[src/rtl/mmac_pkg.sv]
// Shared types, constants and helpers for the matrix multiply-accumulate core.
// No dependencies; used by every other file of the block except mmac_ram.
`default_nettype none

package mmac_pkg;

	localparam int MAX_DIM_DEFAULT = 16;
	localparam int DIM_RESET       = 16;

	localparam int OP_W      = 3;
	localparam int ROW_W     = 4;
	localparam int VAL_W     = 48;
	localparam int AB_W      = 16;
	localparam int C_W       = 48;
	localparam int PROD_W    = 2 * AB_W;
	localparam int CFG_W     = 5;
	localparam int CFG_IDX_W = 2;
	localparam int TDATA_W   = 56;

	typedef enum logic [OP_W-1:0] {
		OP_WRITE_A = 3'd0,
		OP_WRITE_B = 3'd1,
		OP_WRITE_C = 3'd2,
		OP_RUN     = 3'd3,
		OP_READ_C  = 3'd4
	} op_t;

	typedef enum logic [CFG_IDX_W-1:0] {
		REG_M_ROWS    = 2'd0,
		REG_K_DEPTH   = 2'd1,
		REG_N_COLS    = 2'd2,
		REG_TILE_SIZE = 2'd3
	} reg_idx_t;

	// controller -> datapath
	typedef struct packed {
		logic wr_a;
		logic wr_b;
		logic wr_c;
		logic rd_c;     // read item: fetch C at the item's address
		logic rd_ab;    // one MAC step of a run
		logic first;    // first k of a C element
		logic last;     // last k of a C element
		logic out_load; // move fetched C into the result register
	} cmd_t;

	// datapath -> controller
	typedef struct packed {
		logic out_valid;
		logic busy;     // run pipeline still holds work
	} status_t;

	// clamp a write value to Q8.8
	function automatic logic [AB_W-1:0] sat_ab(input logic signed [VAL_W-1:0] v);
		if (v > 48'sd32767) begin
			sat_ab = 16'h7FFF;
		end else if (v < -48'sd32768) begin
			sat_ab = 16'h8000;
		end else begin
			sat_ab = v[AB_W-1:0];
		end
	endfunction

endpackage

`default_nettype wire

[src/rtl/mmac_ctrl.sv]
// Controller: input handshake, configuration registers, run sequencer.
// Depends on mmac_pkg.
`default_nettype none

module mmac_ctrl #(
	parameter int MAX_DIM = mmac_pkg::MAX_DIM_DEFAULT,
	localparam int IDX_W = (MAX_DIM > 1) ? $clog2(MAX_DIM) : 1
) (
	input  wire logic                           clk,
	input  wire logic                           arst_n,
	input  wire logic                           s_tvalid,
	output logic                                s_tready,
	input  wire logic [mmac_pkg::OP_W-1:0]      operation,
	input  wire logic                           cfg_we,
	input  wire logic [mmac_pkg::CFG_IDX_W-1:0] cfg_index,
	input  wire logic [mmac_pkg::CFG_W-1:0]     cfg_wdata,
	input  wire logic                           m_tready,
	input  wire mmac_pkg::status_t              st,
	output mmac_pkg::cmd_t                      cmd,
	output logic      [IDX_W-1:0]               ri,
	output logic      [IDX_W-1:0]               rj,
	output logic      [IDX_W-1:0]               rt
);

	typedef enum logic [3:0] {
		S_IDLE  = 4'b0001,
		S_READ  = 4'b0010,
		S_RUN   = 4'b0100,
		S_DRAIN = 4'b1000
	} state_t;

	state_t state_q, state_d;
	logic [IDX_W-1:0] ml_q, kl_q, nl_q;   // last index in use per dimension
	logic [IDX_W-1:0] i_q, j_q, t_q;
	logic accept, elem_end, run_end;

	// register value -> last index, out-of-range values clamped
	function automatic logic [IDX_W-1:0] dim_last(input logic [mmac_pkg::CFG_W-1:0] v);
		logic [7:0] w;
		w = 8'(v);
		if (w == 8'd0) begin
			dim_last = '0;
		end else if (w > 8'(MAX_DIM)) begin
			dim_last = IDX_W'(MAX_DIM - 1);
		end else begin
			dim_last = IDX_W'(w - 8'd1);
		end
	endfunction

	assign s_tready = (state_q == S_IDLE);
	assign accept   = s_tvalid && s_tready;
	assign elem_end = (t_q == kl_q);
	assign run_end  = elem_end && (j_q == nl_q) && (i_q == ml_q);

	always_comb begin
		cmd          = '0;
		cmd.wr_a     = accept && (operation == mmac_pkg::OP_WRITE_A);
		cmd.wr_b     = accept && (operation == mmac_pkg::OP_WRITE_B);
		cmd.wr_c     = accept && (operation == mmac_pkg::OP_WRITE_C);
		cmd.rd_c     = accept && (operation == mmac_pkg::OP_READ_C);
		cmd.rd_ab    = (state_q == S_RUN);
		cmd.first    = (t_q == '0);
		cmd.last     = elem_end;
		cmd.out_load = (state_q == S_READ) && (!st.out_valid || m_tready);
	end

	always_comb begin
		state_d = state_q;
		case (state_q)
			S_IDLE: begin
				if (accept && operation == mmac_pkg::OP_READ_C) begin
					state_d = S_READ;
				end else if (accept && operation == mmac_pkg::OP_RUN) begin
					state_d = S_RUN;
				end
			end
			S_READ: begin
				if (cmd.out_load) begin
					state_d = S_IDLE;
				end
			end
			S_RUN: begin
				if (run_end) begin
					state_d = S_DRAIN;
				end
			end
			S_DRAIN: begin
				if (!st.busy) begin
					state_d = S_IDLE;
				end
			end
			default: state_d = S_IDLE;
		endcase
	end

	always_ff @(posedge clk or negedge arst_n) begin
		if (!arst_n) begin
			state_q <= S_IDLE;
			ml_q    <= dim_last(mmac_pkg::CFG_W'(mmac_pkg::DIM_RESET));
			kl_q    <= dim_last(mmac_pkg::CFG_W'(mmac_pkg::DIM_RESET));
			nl_q    <= dim_last(mmac_pkg::CFG_W'(mmac_pkg::DIM_RESET));
			i_q     <= '0;
			j_q     <= '0;
			t_q     <= '0;
		end else begin
			state_q <= state_d;
			if (cfg_we) begin
				case (cfg_index)
					mmac_pkg::REG_M_ROWS:    ml_q <= dim_last(cfg_wdata);
					mmac_pkg::REG_K_DEPTH:   kl_q <= dim_last(cfg_wdata);
					mmac_pkg::REG_N_COLS:    nl_q <= dim_last(cfg_wdata);
					mmac_pkg::REG_TILE_SIZE: ; // traversal hint only, nothing to hold
					default: ;
				endcase
			end
			if (accept && operation == mmac_pkg::OP_RUN) begin
				i_q <= '0;
				j_q <= '0;
				t_q <= '0;
			end else if (state_q == S_RUN) begin
				if (elem_end) begin
					t_q <= '0;
					if (j_q == nl_q) begin
						j_q <= '0;
						i_q <= i_q + 1'b1;
					end else begin
						j_q <= j_q + 1'b1;
					end
				end else begin
					t_q <= t_q + 1'b1;
				end
			end
		end
	end

	assign ri = i_q;
	assign rj = j_q;
	assign rt = t_q;

`ifndef NO_ASSERTIONS
	a_no_accept_while_busy: assert property (@(posedge clk) disable iff (!arst_n)
		s_tready |-> !st.busy)
		else $error("item accepted while run pipeline busy");

	a_read_blocks_input: assert property (@(posedge clk) disable iff (!arst_n)
		(accept && operation == mmac_pkg::OP_READ_C) |=> !s_tready)
		else $error("input not held after read transfer");

	a_read_lands: assert property (@(posedge clk) disable iff (!arst_n)
		(state_q == S_READ && !st.out_valid) |=> st.out_valid)
		else $error("read result did not reach output register");

	a_drain_returns: assert property (@(posedge clk) disable iff (!arst_n)
		(state_q == S_DRAIN && !st.busy) |=> s_tready)
		else $error("controller stuck after run drained");
`endif

endmodule

`default_nettype wire

[config.mk]
export PLATFORM = sky130hd
export DESIGN_NAME = mmac_ctrl
export DESIGN_NICKNAME = d
export VERILOG_FILES = /design/src/rtl/mmac_pkg.sv /design/src/rtl/mmac_ctrl.sv
export SDC_FILE = /design/constraint.sdc
export NUM_CORES = 1
export LEC_CHECK = 0
export ABC_AREA = 1
export BUFFER_PORTS_ARGS = -buffer_cell sky130_fd_sc_hd__buf_2
export CORE_UTILIZATION = 54
export CTS_CLUSTER_DIAMETER = 150
export DETAILED_ROUTE_END_ITERATION = 8
export PLACE_DENSITY = 0.79
export SKIP_CTS_REPAIR_TIMING = 1
export SLEW_MARGIN = 20
export SYNTH_ARGS = -nofsm -noshare
export SYNTH_HDL_FRONTEND = slang
export SYNTH_SLANG_ARGS = --single-unit
[constraint.sdc]
create_clock -name clk -period 1.6 [get_ports clk]
set_input_delay 0.32 -clock clk [delete_from_list [all_inputs] [get_ports clk]]
set_output_delay 0.32 -clock clk [all_outputs]
set_load 0.01 [all_outputs]
==> results of run 1 <==
## how the worst min path moves through the flow
stage | to | start | slack [ns] | depth (start not counted)
2_1_floorplan | ri[0] | arst_n | 0.02 | 0
3_3_place_gp | rt[3] | arst_n | 0.37 | 1
3_5_place_dp | ri[3] | arst_n | 0.37 | 1
4_1_cts | rt[3] | arst_n | -0.01 | 1
5_1_grt | ri[3] | arst_n | 0.02 | 1
6_report | rj[2] | arst_n | -0.04 | 1
## final cells by class
type | count | area, um2 | share of cell area
flip-flops and latches | 28 | 719 | 0.309
repair buffers | 52 | 320 | 0.137
inverters | 43 | 171 | 0.0735
clock buffers | 3 | 22.5 | 0.00966
clock inverters | 1 | 30.0 | 0.0129
multi-input cells | 169 | 1010 | 0.434
well taps | 44 | 55.1 | 0.0236
## flip-flops by register name, summed over array words and instances (netlist names)
| register | flops |
|---|---|
| rj | 4 |
| ri | 4 |
| kl_q | 4 |
| ml_q | 4 |
| state_q | 4 |
| rt | 4 |
| nl_q | 4 |
## cells in the final DEF (no fill, tap or decap), drive strengths merged
cell type,instances
a21oi,2
buf,52
bufinv,1
clkbuf,3
dfrtp,15
dfstp,13
ha,5
inv,43
nand2,75
nand3,14
nand4,6
nor2,22
nor3,10
o21ai,22
o21bai,1
o31ai,1
or2,2
xnor2,7
xor2,2
## per-layer routing
| metal | track usage | part of all wire | up-vias |
|---|---|---|---|
| met5 | 0 | 0 | - |
| met4 | 0.110 | 0.019 | 0 |
| met2 | 0.367 | 0.49 | 45 |
| li1 | - | - | 869 |
| met3 | 0.0238 | 0.041 | 6 |
| met1 | 0.302 | 0.45 | 744 |
## power breakdown
| group | switching, mW | total (mW) | internal [mW] |
|---|---|---|---|
| Combinational | 0.802 | 1.48 | 0.679 |
| Sequential | 0.233 | 1.16 | 0.926 |
| Clock | 0.221 | 0.475 | 0.254 |
| Total | 1.26 | 3.11 | 1.86 |
## cell families (layout without fill, tap and decap cells)
family                     Yosys count  in the layout
and+or+nand+nor                    129            129
buffers and inverters               45             99
adders and majority gates            5              5
AOI/OAI and AO/OA                   26             26
DFF                                 28             28
xor gates and xnor gates             9              9
## per-stage QoR
| step | total power, mW | cell area [um2] |
|---|---|---|
| after global placement | 2.31 | 2070 |
| after floorplan | 1.98 | 1820 |
| after detailed placement | 2.34 | 2070 |
| after global routing | 3.33 | 2330 |
| after CTS | 2.81 | 2120 |
| final | 3.11 | 2330 |
## worst max-delay path: stages (launching register included)
cell,delay (ns)
dfstp_2,0.61
nand3_2,0.11
nor2_2,0.11
nand2_2,0.08
nor3_1,0.13
buf_2,0.15
==> summary.md, run 1 <==
| Metric | Value |
|---|---|
| DIE AREA | `0.00360 mm2` |
| Max_cap viols | `0` |
| Finished Layout Cells | `340` |
| Adder-Cell Fraction of Synth Area | `0.0344` |
| Synth top area cells | `dfrtp_1 21%, dfstp_2 19%, nand2_1 14%` |
| Final worst setup slack | `-0.254 ns` |
| Hold Slack | `-0.0364 ns` |
| Fill cell count | `244` |
| EDFF count, synth | `0` |
| Vias in the first global route | `approximately 1400` |
| Die height | `60.0 um` |
| Io pins | `38` |
| Final setup viols | `17` |
| Tcrit/Tclk final | `1.16` |
| Ys async rst share | `1.00` |
| Pre-CTS WS | `a little over 0.06 ns` |
| Failing checks | `hold timing, setup timing` |
| Ratio of cells with drive above 1 in the final layout | `0.378` |
| Gr usage total | `0.226` |
| Pre-antenna DRT Iters | `4` |
| Pleak | `1.23 nW` |
| Complex-gate fraction of the synthesized area | `0.0825` |
| DR iter-0 viols | `71` |
| Worst Tran Pin Value | `0.606 ns` |
| Total CTS buffers | `3` |
| CP endpoint kind | `output pin` |
| Pwr Density | `1340 mW/mm2` |
| Worst reg2reg path depth | `10` |
| RSZ-0062 raised after global routing | `true` |
| Outcome | `finished, violations left` |
| Placed Cells | `324` |
| Primary FF master, synth | `dfrtp_1` |
| Min Tclk post-route | `1.85 ns` |
| XOR/XNOR Fraction of Synth Area | `0.0433` |
| Number of routed nets with antenna violations | `0` |
| Synth Instances | `between 200 and 250` |
| Hold Violations, Final | `15` |
| Min-Delay Path Class | `input port to async pin` |
| Worst-skew pair later-pin latency | `0.34 ns` |
| CTS Sinks | `28` |
| Final Util | `0.745` |
| Maximum vdd drop | `~0.95 mV` |
| Top cell type's share of synthesized area | `0.206` |
| Core ar. | `between 0.003 and 0.004 mm2` |
| Largest family of logic cells by synthesized area | `simple AND/OR/NAND/NOR gates` |
| YS warnings | `0` |
| Simple-Gate Fraction of Synth Area | `0.346` |
| Final Wtd Congestion | `0.811` |
| Crit Path Max Fanout | `3` |
| Post-Route WL | `3980 um` |
| Initial Util | `0.582` |
| Slew HR | `0.596` |
| Worst setup path class | `register to output pin` |
| TritonCTS clock tree | `built` |
| Post-route DRC | `0` |
| CP startpoint kind | `register` |
| Nets@finish | `approximately 320` |
| Clk_skew | `0.00542 ns` |
| Worst R2R Start | `state_q[3]` |
| Root Driver | `clkbuf_4` |
| Synthesized area per cell | `7.52 um2` |
| Seq/Total Area, Yosys | `0.394` |
| Mapped Area | `0.00182 mm2` |
| Pins Over Slew Limit | `0` |
| Area growth from synthesis to layout | `28.1%` |
| Syn nets | `~260` |
| Wire per inst | `between 10 and 15 um` |
| Mux share of post-synthesis cell area | `0` |
| Required @ worst endpoint | `1.28 ns` |
| FF-to-FF setup slack | `-0.10 ns` |
| Max Freq | `roughly 540 MHz` |
| Worst Setup SP | `state_q[0]` |
| Reg2Reg Capture Point | `ri[1]` |
| Worst setup path end | `cmd[7]` |
| Initial antenna violation count | `0` |
| Netlist cell types | `30` |
| Port bufs | `37` |
| Total gr overflow | `0` |
| Register bit total from synthesis | `28` |
| Post-synth top area cell | `dfrtp_1` |
| Htree depth | `1` |
| Antenna diode count | `0` |
| Die X | `60.0 um` |
| Via count | `1664` |
| Setup Total Neg Slack | `-1.83 ns` |
| First-pass GRT wire length | `5930 um` |
| Clock Path Buffers | `2` |
| Commonest cells post-synth | `70 x nand2_1, 37 x inv_1, 16 x nor2_1, 15 x dfrtp_1, 14 x o21ai_0` |
| Via density | `4.89` |
| CP arrival | `around 1.5 ns` |
| HPWL Detailed | `2820 um` |
| Pin count of the biggest net entering global routing | `29` |
| Std-Cell Rows | `20` |
| Reg clk slew, reported paths | `~0.16 ns` |
| Top-count cell post-synth | `nand2_1` |
No activity file was read; power rests on OpenSTA's default activity.
==> inputs of run 2 (changes only) <==
SETUP_SLACK_MARGIN = 0.2   (was unset)
==> run 2 against run 1 <==
  * Non-clock buffer count up 5
  * Largest cell class unchanged
  * Clock power is essentially flat
  * Via count grew 1.4%
  * Sequential cell count is the same
  * Critical path depth did not move
  * Fmax decreased by 0.76%
  * The flow still finishes with violations (hold timing, setup timing)
==> summary.md, run 2 (same netlist as run 1, synthesis figures left out) <==
| Metric | Value |
|---|---|
| Outcome | `finished, violations left` |
| Failing checks | `hold timing, setup timing` |
| Worst-skew pair later-pin latency | `0.34 ns (about the same)` |
| Via density | `4.89 (about the same)` |
| DIE AREA | `0.00360 mm2 (unchanged)` |
| Min Tclk post-route | `1.87 ns (+0.0142 ns)` |
| Commonest non-fill, non-tap cell in the layout | `nand2_1` |
| Initial Util | `0.582 (unchanged)` |
| Max_cap viols | `0 (unchanged)` |
| Total gr overflow | `0 (unchanged)` |
| DR iter-0 viols | `73 (+2.8%)` |
| Max Freq | `535 MHz (-0.76%)` |
| Via count | `1688 (+1.4%)` |
| Pleak | `1.26 nW (+2.8%)` |
| Final Wtd Congestion | `0.811 (unchanged)` |
| Worst R2R Start | `kl_q[1]` |
| Die X | `60.0 um (unchanged)` |
| First-pass GRT wire length | `5930 um (unchanged)` |
| Worst Tran Pin Value | `0.607 ns (+0.00139 ns)` |
| Antenna diode count | `0 (unchanged)` |
| Vias in the first global route | `1360 (unchanged)` |
| Number of routed nets with antenna violations | `0 (unchanged)` |
| Htree depth | `1 (unchanged)` |
| Worst reg2reg path depth | `10 (unchanged)` |
| Post-route DRC | `0 (unchanged)` |
| Area of the multi-input gates | `0.00105 mm2 (+3.3%)` |
| Required @ worst endpoint | `1.28 ns (about the same)` |
| Post-Route WL | `4260 um (+7.1%)` |
| Min-Delay Path Class | `input port to async pin` |
| Nets@finish | `324 (+1.6%)` |
| Area growth from synthesis to layout | `32.9%` |
| Hold Violations, Final | `15 (unchanged)` |
| Die height | `60.0 um (unchanged)` |
| Critical Path Max Stage Delay | `0.61 ns (about the same)` |
| Total CTS buffers | `3 (unchanged)` |
| Clock Path Buffers | `2 (unchanged)` |
| Delay-heaviest family, CP | `flip-flops` |
| Slowest-stage cell, CP | `dfstp_2` |
| CTS Sinks | `28 (unchanged)` |
| Core ar. | `0.00313 mm2 (unchanged)` |
| Final worst setup slack | `-0.268 ns (-0.0142 ns)` |
| Slew HR | `0.595 (-0.000927)` |
| FF-to-FF setup slack | `-0.18 ns (-0.08 ns)` |
| Maximum vdd drop | `0.966 mV (+2.0%)` |
| Ratio of cells with drive above 1 in the final layout | `0.422 (+0.0435)` |
| Worst path cell trace | `nand3_2 > nor2_2 > nand2_2 > nor3_2 > buf_2` |
| Crit Path Max Fanout | `3 (unchanged)` |
| Wire per inst | `12.3 um (+5.5%)` |
| Reg2Reg Capture Point | `rj[0]` |
| Io pins | `38 (unchanged)` |
| WP buf/inv | `1 (unchanged)` |
| CP startpoint kind | `register` |
| CP arrival | `1.55 ns (+0.02 ns)` |
| Pre-antenna DRT Iters | `4 (unchanged)` |
| Std-Cell Rows | `20 (unchanged)` |
| Tcrit/Tclk final | `1.17 (+0.00889)` |
| Worst setup path class | `register to output pin` |
| Hold Slack | `-0.0302 ns (+0.00624 ns)` |
| Port bufs | `37 (unchanged)` |
| CP endpoint kind | `output pin` |
| Gr usage total | `0.226 (unchanged)` |
| Clk_skew | `0.00301 ns (-0.00241 ns)` |
| Initial antenna violation count | `0 (unchanged)` |
| Pwr Density | `1370 mW/mm2 (+2.5%)` |
| HPWL Detailed | `2820 um (unchanged)` |
| Pins Over Slew Limit | `0 (unchanged)` |
| Final Total Pwr | `3.31 mW (+6.3%)` |
| Fill cell count | `225 (-7.8%)` |
| Final setup viols | `19 (+2)` |
| Root Driver | `clkbuf_4` |
| Pin count of the biggest net entering global routing | `29 (unchanged)` |
| Commonest non-fill, non-tap cells in the layout | `59 x nand2_1, 36 x buf_2, 35 x inv_1` |
| RSZ-0062 raised after global routing | `true` |
| Reg area | `719 um2 (unchanged)` |
| Reg clk slew, reported paths | `0.15 ns (about the same)` |
| TritonCTS clock tree | `built` |
## run 2: final cells by class
type,instances,area share
timing repair buffer,57,0.154
sequential,28,0.298
clock buffer,3,0.00932
clock inverter,1,0.0124
tap,44,0.0228
multi-input combinational,169,0.433
inverter,43,0.0709
## run 2: worst register-to-register path: cells and delay by family, from the launching register on
| kind | cells | cell delay [ns] |
|---|---|---|
| flip-flops | 1 | 0.57 |
| AND/OR/NAND/NOR | 5 | 0.56 |
| buffers and inverters | 3 | 0.31 |
| XOR/XNOR | 1 | 0.15 |
| AO/OA/AOI/OAI | 1 | 0.08 |
## run 2: per-stage QoR
stage / TNS, ns / utilization / cell area, um2 / std cells / worst slack [ns]
2_1_floorplan: 0 / - / 1820 / 242 / 0.170
3_3_place_gp: 0 / 0.661 / 2070 / 324 / 0.126
3_5_place_dp: 0 / 0.661 / 2070 / 324 / 0.0608
4_1_cts: -1.63 / 0.678 / 2120 / 328 / -0.333
5_1_grt: -4.29 / 0.773 / 2420 / 345 / -0.342
6_report: -2.41 / 0.773 / 2420 / 345 / -0.268
## run 2: per-layer routing
layer  vias to the layer above  track usage  part of all wire
met5                         -            0                 0
met4                         0        0.110             0.020
met3                         8       0.0238             0.044
met2                        49        0.367              0.49
met1                       750        0.302              0.44
li1                        881            -                 -
## run 2: report_power, final
group	switching, mW	leakage (nW)	total, mW	internal [mW]
clock	0.219	0.0279	0.473	0.254
sequential	0.233	0.321	1.16	0.926
combinational	0.891	0.914	1.68	0.789
## run 2: worst max-delay path by stage
stage,from,to,cells past startpoint
global route,state_q[3],cmd[5],6
detailed placement,state_q[3],cmd[6],6
floorplan,state_q[3],cmd[5],5
global placement,state_q[3],cmd[5],6
finish,state_q[0],cmd[6],5
CTS,state_q[3],cmd[6],6
==> inputs of run 3 (changes only) <==
CORE_UTILIZATION = 56   (was 54)
CTS_BUF_LIST = sky130_fd_sc_hd__clkbuf_2   (was unset)
PLACE_DENSITY = 0.81   (was 0.79)
==> run 3 against run 2 <==
  * The run ends with setup timing left
  * Via count grew 8.1%
  * First-iteration DRC count is 42% higher
  * Global-route usage increased by 0.077 points
  * Non-clock buffer count rose by 10
  * Clock skew is 0.030 ns higher
  * Fmax is 3.0% lower
  * Critical path type unchanged
==> summary.md, run 3 (same netlist as run 1, synthesis figures left out) <==
| Metric | Value |
|---|---|
| Reg clk slew, reported paths | `0.29 ns (+0.14 ns)` |
| Finished Layout Cells | `355 (+2.9%)` |
| Antenna diode count | `0 (unchanged)` |
| DR iter-0 viols | `104 (+42%)` |
| Area growth from synthesis to layout | `36.3%` |
| Port bufs | `37 (unchanged)` |
| Htree depth | `1 (unchanged)` |
| Initial Util | `0.591 (+0.00946)` |
| Pin count of the biggest net entering global routing | `29 (unchanged)` |
| Pins Over Slew Limit | `0 (unchanged)` |
| CTS Sinks | `28 (unchanged)` |
| Min Tclk post-route | `1.93 ns (+0.0588 ns)` |
| Min-Delay Path Class | `input port to register` |
| CP arrival | `1.61 ns (+0.06 ns)` |
| Via count | `1825 (+8.1%)` |
| Via density | `5.14 (+5.1%)` |
| Final worst setup slack | `-0.327 ns (-0.0588 ns)` |
| Clock Path Buffers | `2 (unchanged)` |
| Tcrit/Tclk final | `1.20 (+0.0367)` |
| First-pass GRT wire length | `6010 um (+1.4%)` |
| Number of routed nets with antenna violations | `0 (unchanged)` |
| Io pins | `38 (unchanged)` |
| Worst Tran Pin Value | `0.623 ns (+0.0161 ns)` |
| Clk_skew | `0.0330 ns (+0.0300 ns)` |
| Final Wtd Congestion | `0.837 (+3.2%)` |
| Final instance area | `0.00248 mm2 (+2.6%)` |
| TritonCTS clock tree | `built` |
| Worst setup path class | `register to output pin` |
| Hold Slack | `0.160 ns (+0.190 ns)` |
| Post-place instance area | `0.00207 mm2 (unchanged)` |
| Commonest non-fill, non-tap cell in the layout | `nand2_1` |
| Wire per inst | `13.6 um (+10%)` |
| Std-Cell Rows | `20 (unchanged)` |
| Failing checks | `setup timing` |
| Setup Total Neg Slack | `-4.51 ns (-2.10 ns)` |
| Ratio of cells with drive above 1 in the final layout | `0.434 (+0.0122)` |
| Root Driver | `clkbuf_2` |
| Core ar. | `0.00308 mm2 (-1.6%)` |
| Pwr Density | `1360 mW/mm2 (-0.43%)` |
| Pre-CTS WS | `0.0380 ns (-0.0228 ns)` |
| Post-route DRC | `0 (unchanged)` |
| Nets@finish | `334 (+3.1%)` |
| HPWL Detailed | `2880 um (+2.4%)` |
| DIE AREA | `0.00348 mm2 (-3.5%)` |
| Die X | `59.0 um (-1.7%)` |
| Initial antenna violation count | `0 (unchanged)` |
| Slew HR | `0.584 (-0.0108)` |
| CP startpoint kind | `register` |
| Pre-antenna DRT Iters | `4 (unchanged)` |
| Worst-skew pair later-pin latency | `0.39 ns (+0.05 ns)` |
| Outcome | `finished, violations left` |
| Placed Cells | `324 (unchanged)` |
| Final setup viols | `23 (+4)` |
| Final Total Pwr | `3.38 mW (+2.1%)` |
| Maximum vdd drop | `0.873 mV (-9.6%)` |
| Die height | `59.0 um (-1.7%)` |
| RSZ-0062 raised after global routing | `true` |
| Max Freq | `519 MHz (-3.0%)` |
| Commonest non-fill, non-tap cells in the layout | `63 x nand2_1, 35 x inv_1, 34 x buf_2` |
| Post-Route WL | `4840 um (+14%)` |
| Final Util | `0.806 (+0.0329)` |
| Pleak | `1.29 nW (+2.3%)` |
| Total CTS buffers | `3 (unchanged)` |
| Max_cap viols | `0 (unchanged)` |
| Hold Violations, Final | `0 (-15)` |
| Required @ worst endpoint | `1.28 ns (about the same)` |
| Gr usage total | `0.227 (+0.000768)` |
| Vias in the first global route | `1470 (+8.1%)` |
| Crit Path Max Fanout | `3 (unchanged)` |
| CP endpoint kind | `output pin` |
| Total gr overflow | `0 (unchanged)` |
==> run 3: changes by cell type in the layout (fill, tap and decap cells not counted), moves of 3 or more <==
cell,before,now
clkbuf_2,0,3
buf_4,14,26
nand2_2,14,9
dfrtp_2,2,9
dfrtp_1,13,6
clkbuf_4,3,0
nand2_1,59,63
==> run 3: cell type report <==
type                    instances  area (um2)
flip-flops and latches         28         728
well taps                      44        55.1
clock inverters                 1        30.0
multi-input cells             169        1040
repair buffers                 67         443
inverters                      43         171
clock buffers                   3        15.0
fillers                       200         598
==> run 3: final timing paths <==
kind	start	endpoint	slack (ns)	cells after the start
max	state_q[3]	cmd[6]	-0.33	6
min	cfg_index[1]	kl_q[2]	0.16	4
max reg2reg	state_q[3]	ri[0]	-0.25	11
min reg2reg	nl_q[2]	nl_q[2]	0.50	2
max in group asynchronous	arst_n	rj[2]	0.71	2
min in group asynchronous	arst_n	rj[3]	0.42	2
==> run 3: where the power goes <==
part           total, mW  internal, mW  switching (mW)
sequential          1.18         0.939           0.242
combinational       1.77         0.842           0.924
clock              0.436         0.215           0.221
total               3.38          2.00            1.39
==> run 3: critical path, stage by stage (launching register included) <==
cell and delay, ns:
dfrtp_2 0.50, nor2_4 0.14, nand3_2 0.10, nor2_2 0.11, nand2_2 0.09, nor3_2 0.12
buf_2 0.15
==> run 3: per-layer routing <==
metal	vias to the layer above	global-route usage	wire, um
met3	11	0.0262	162
met1	864	0.286	1970
met2	55	0.409	2610
met4	0	0.0680	93
li1	895	-	-
met5	-	0	0
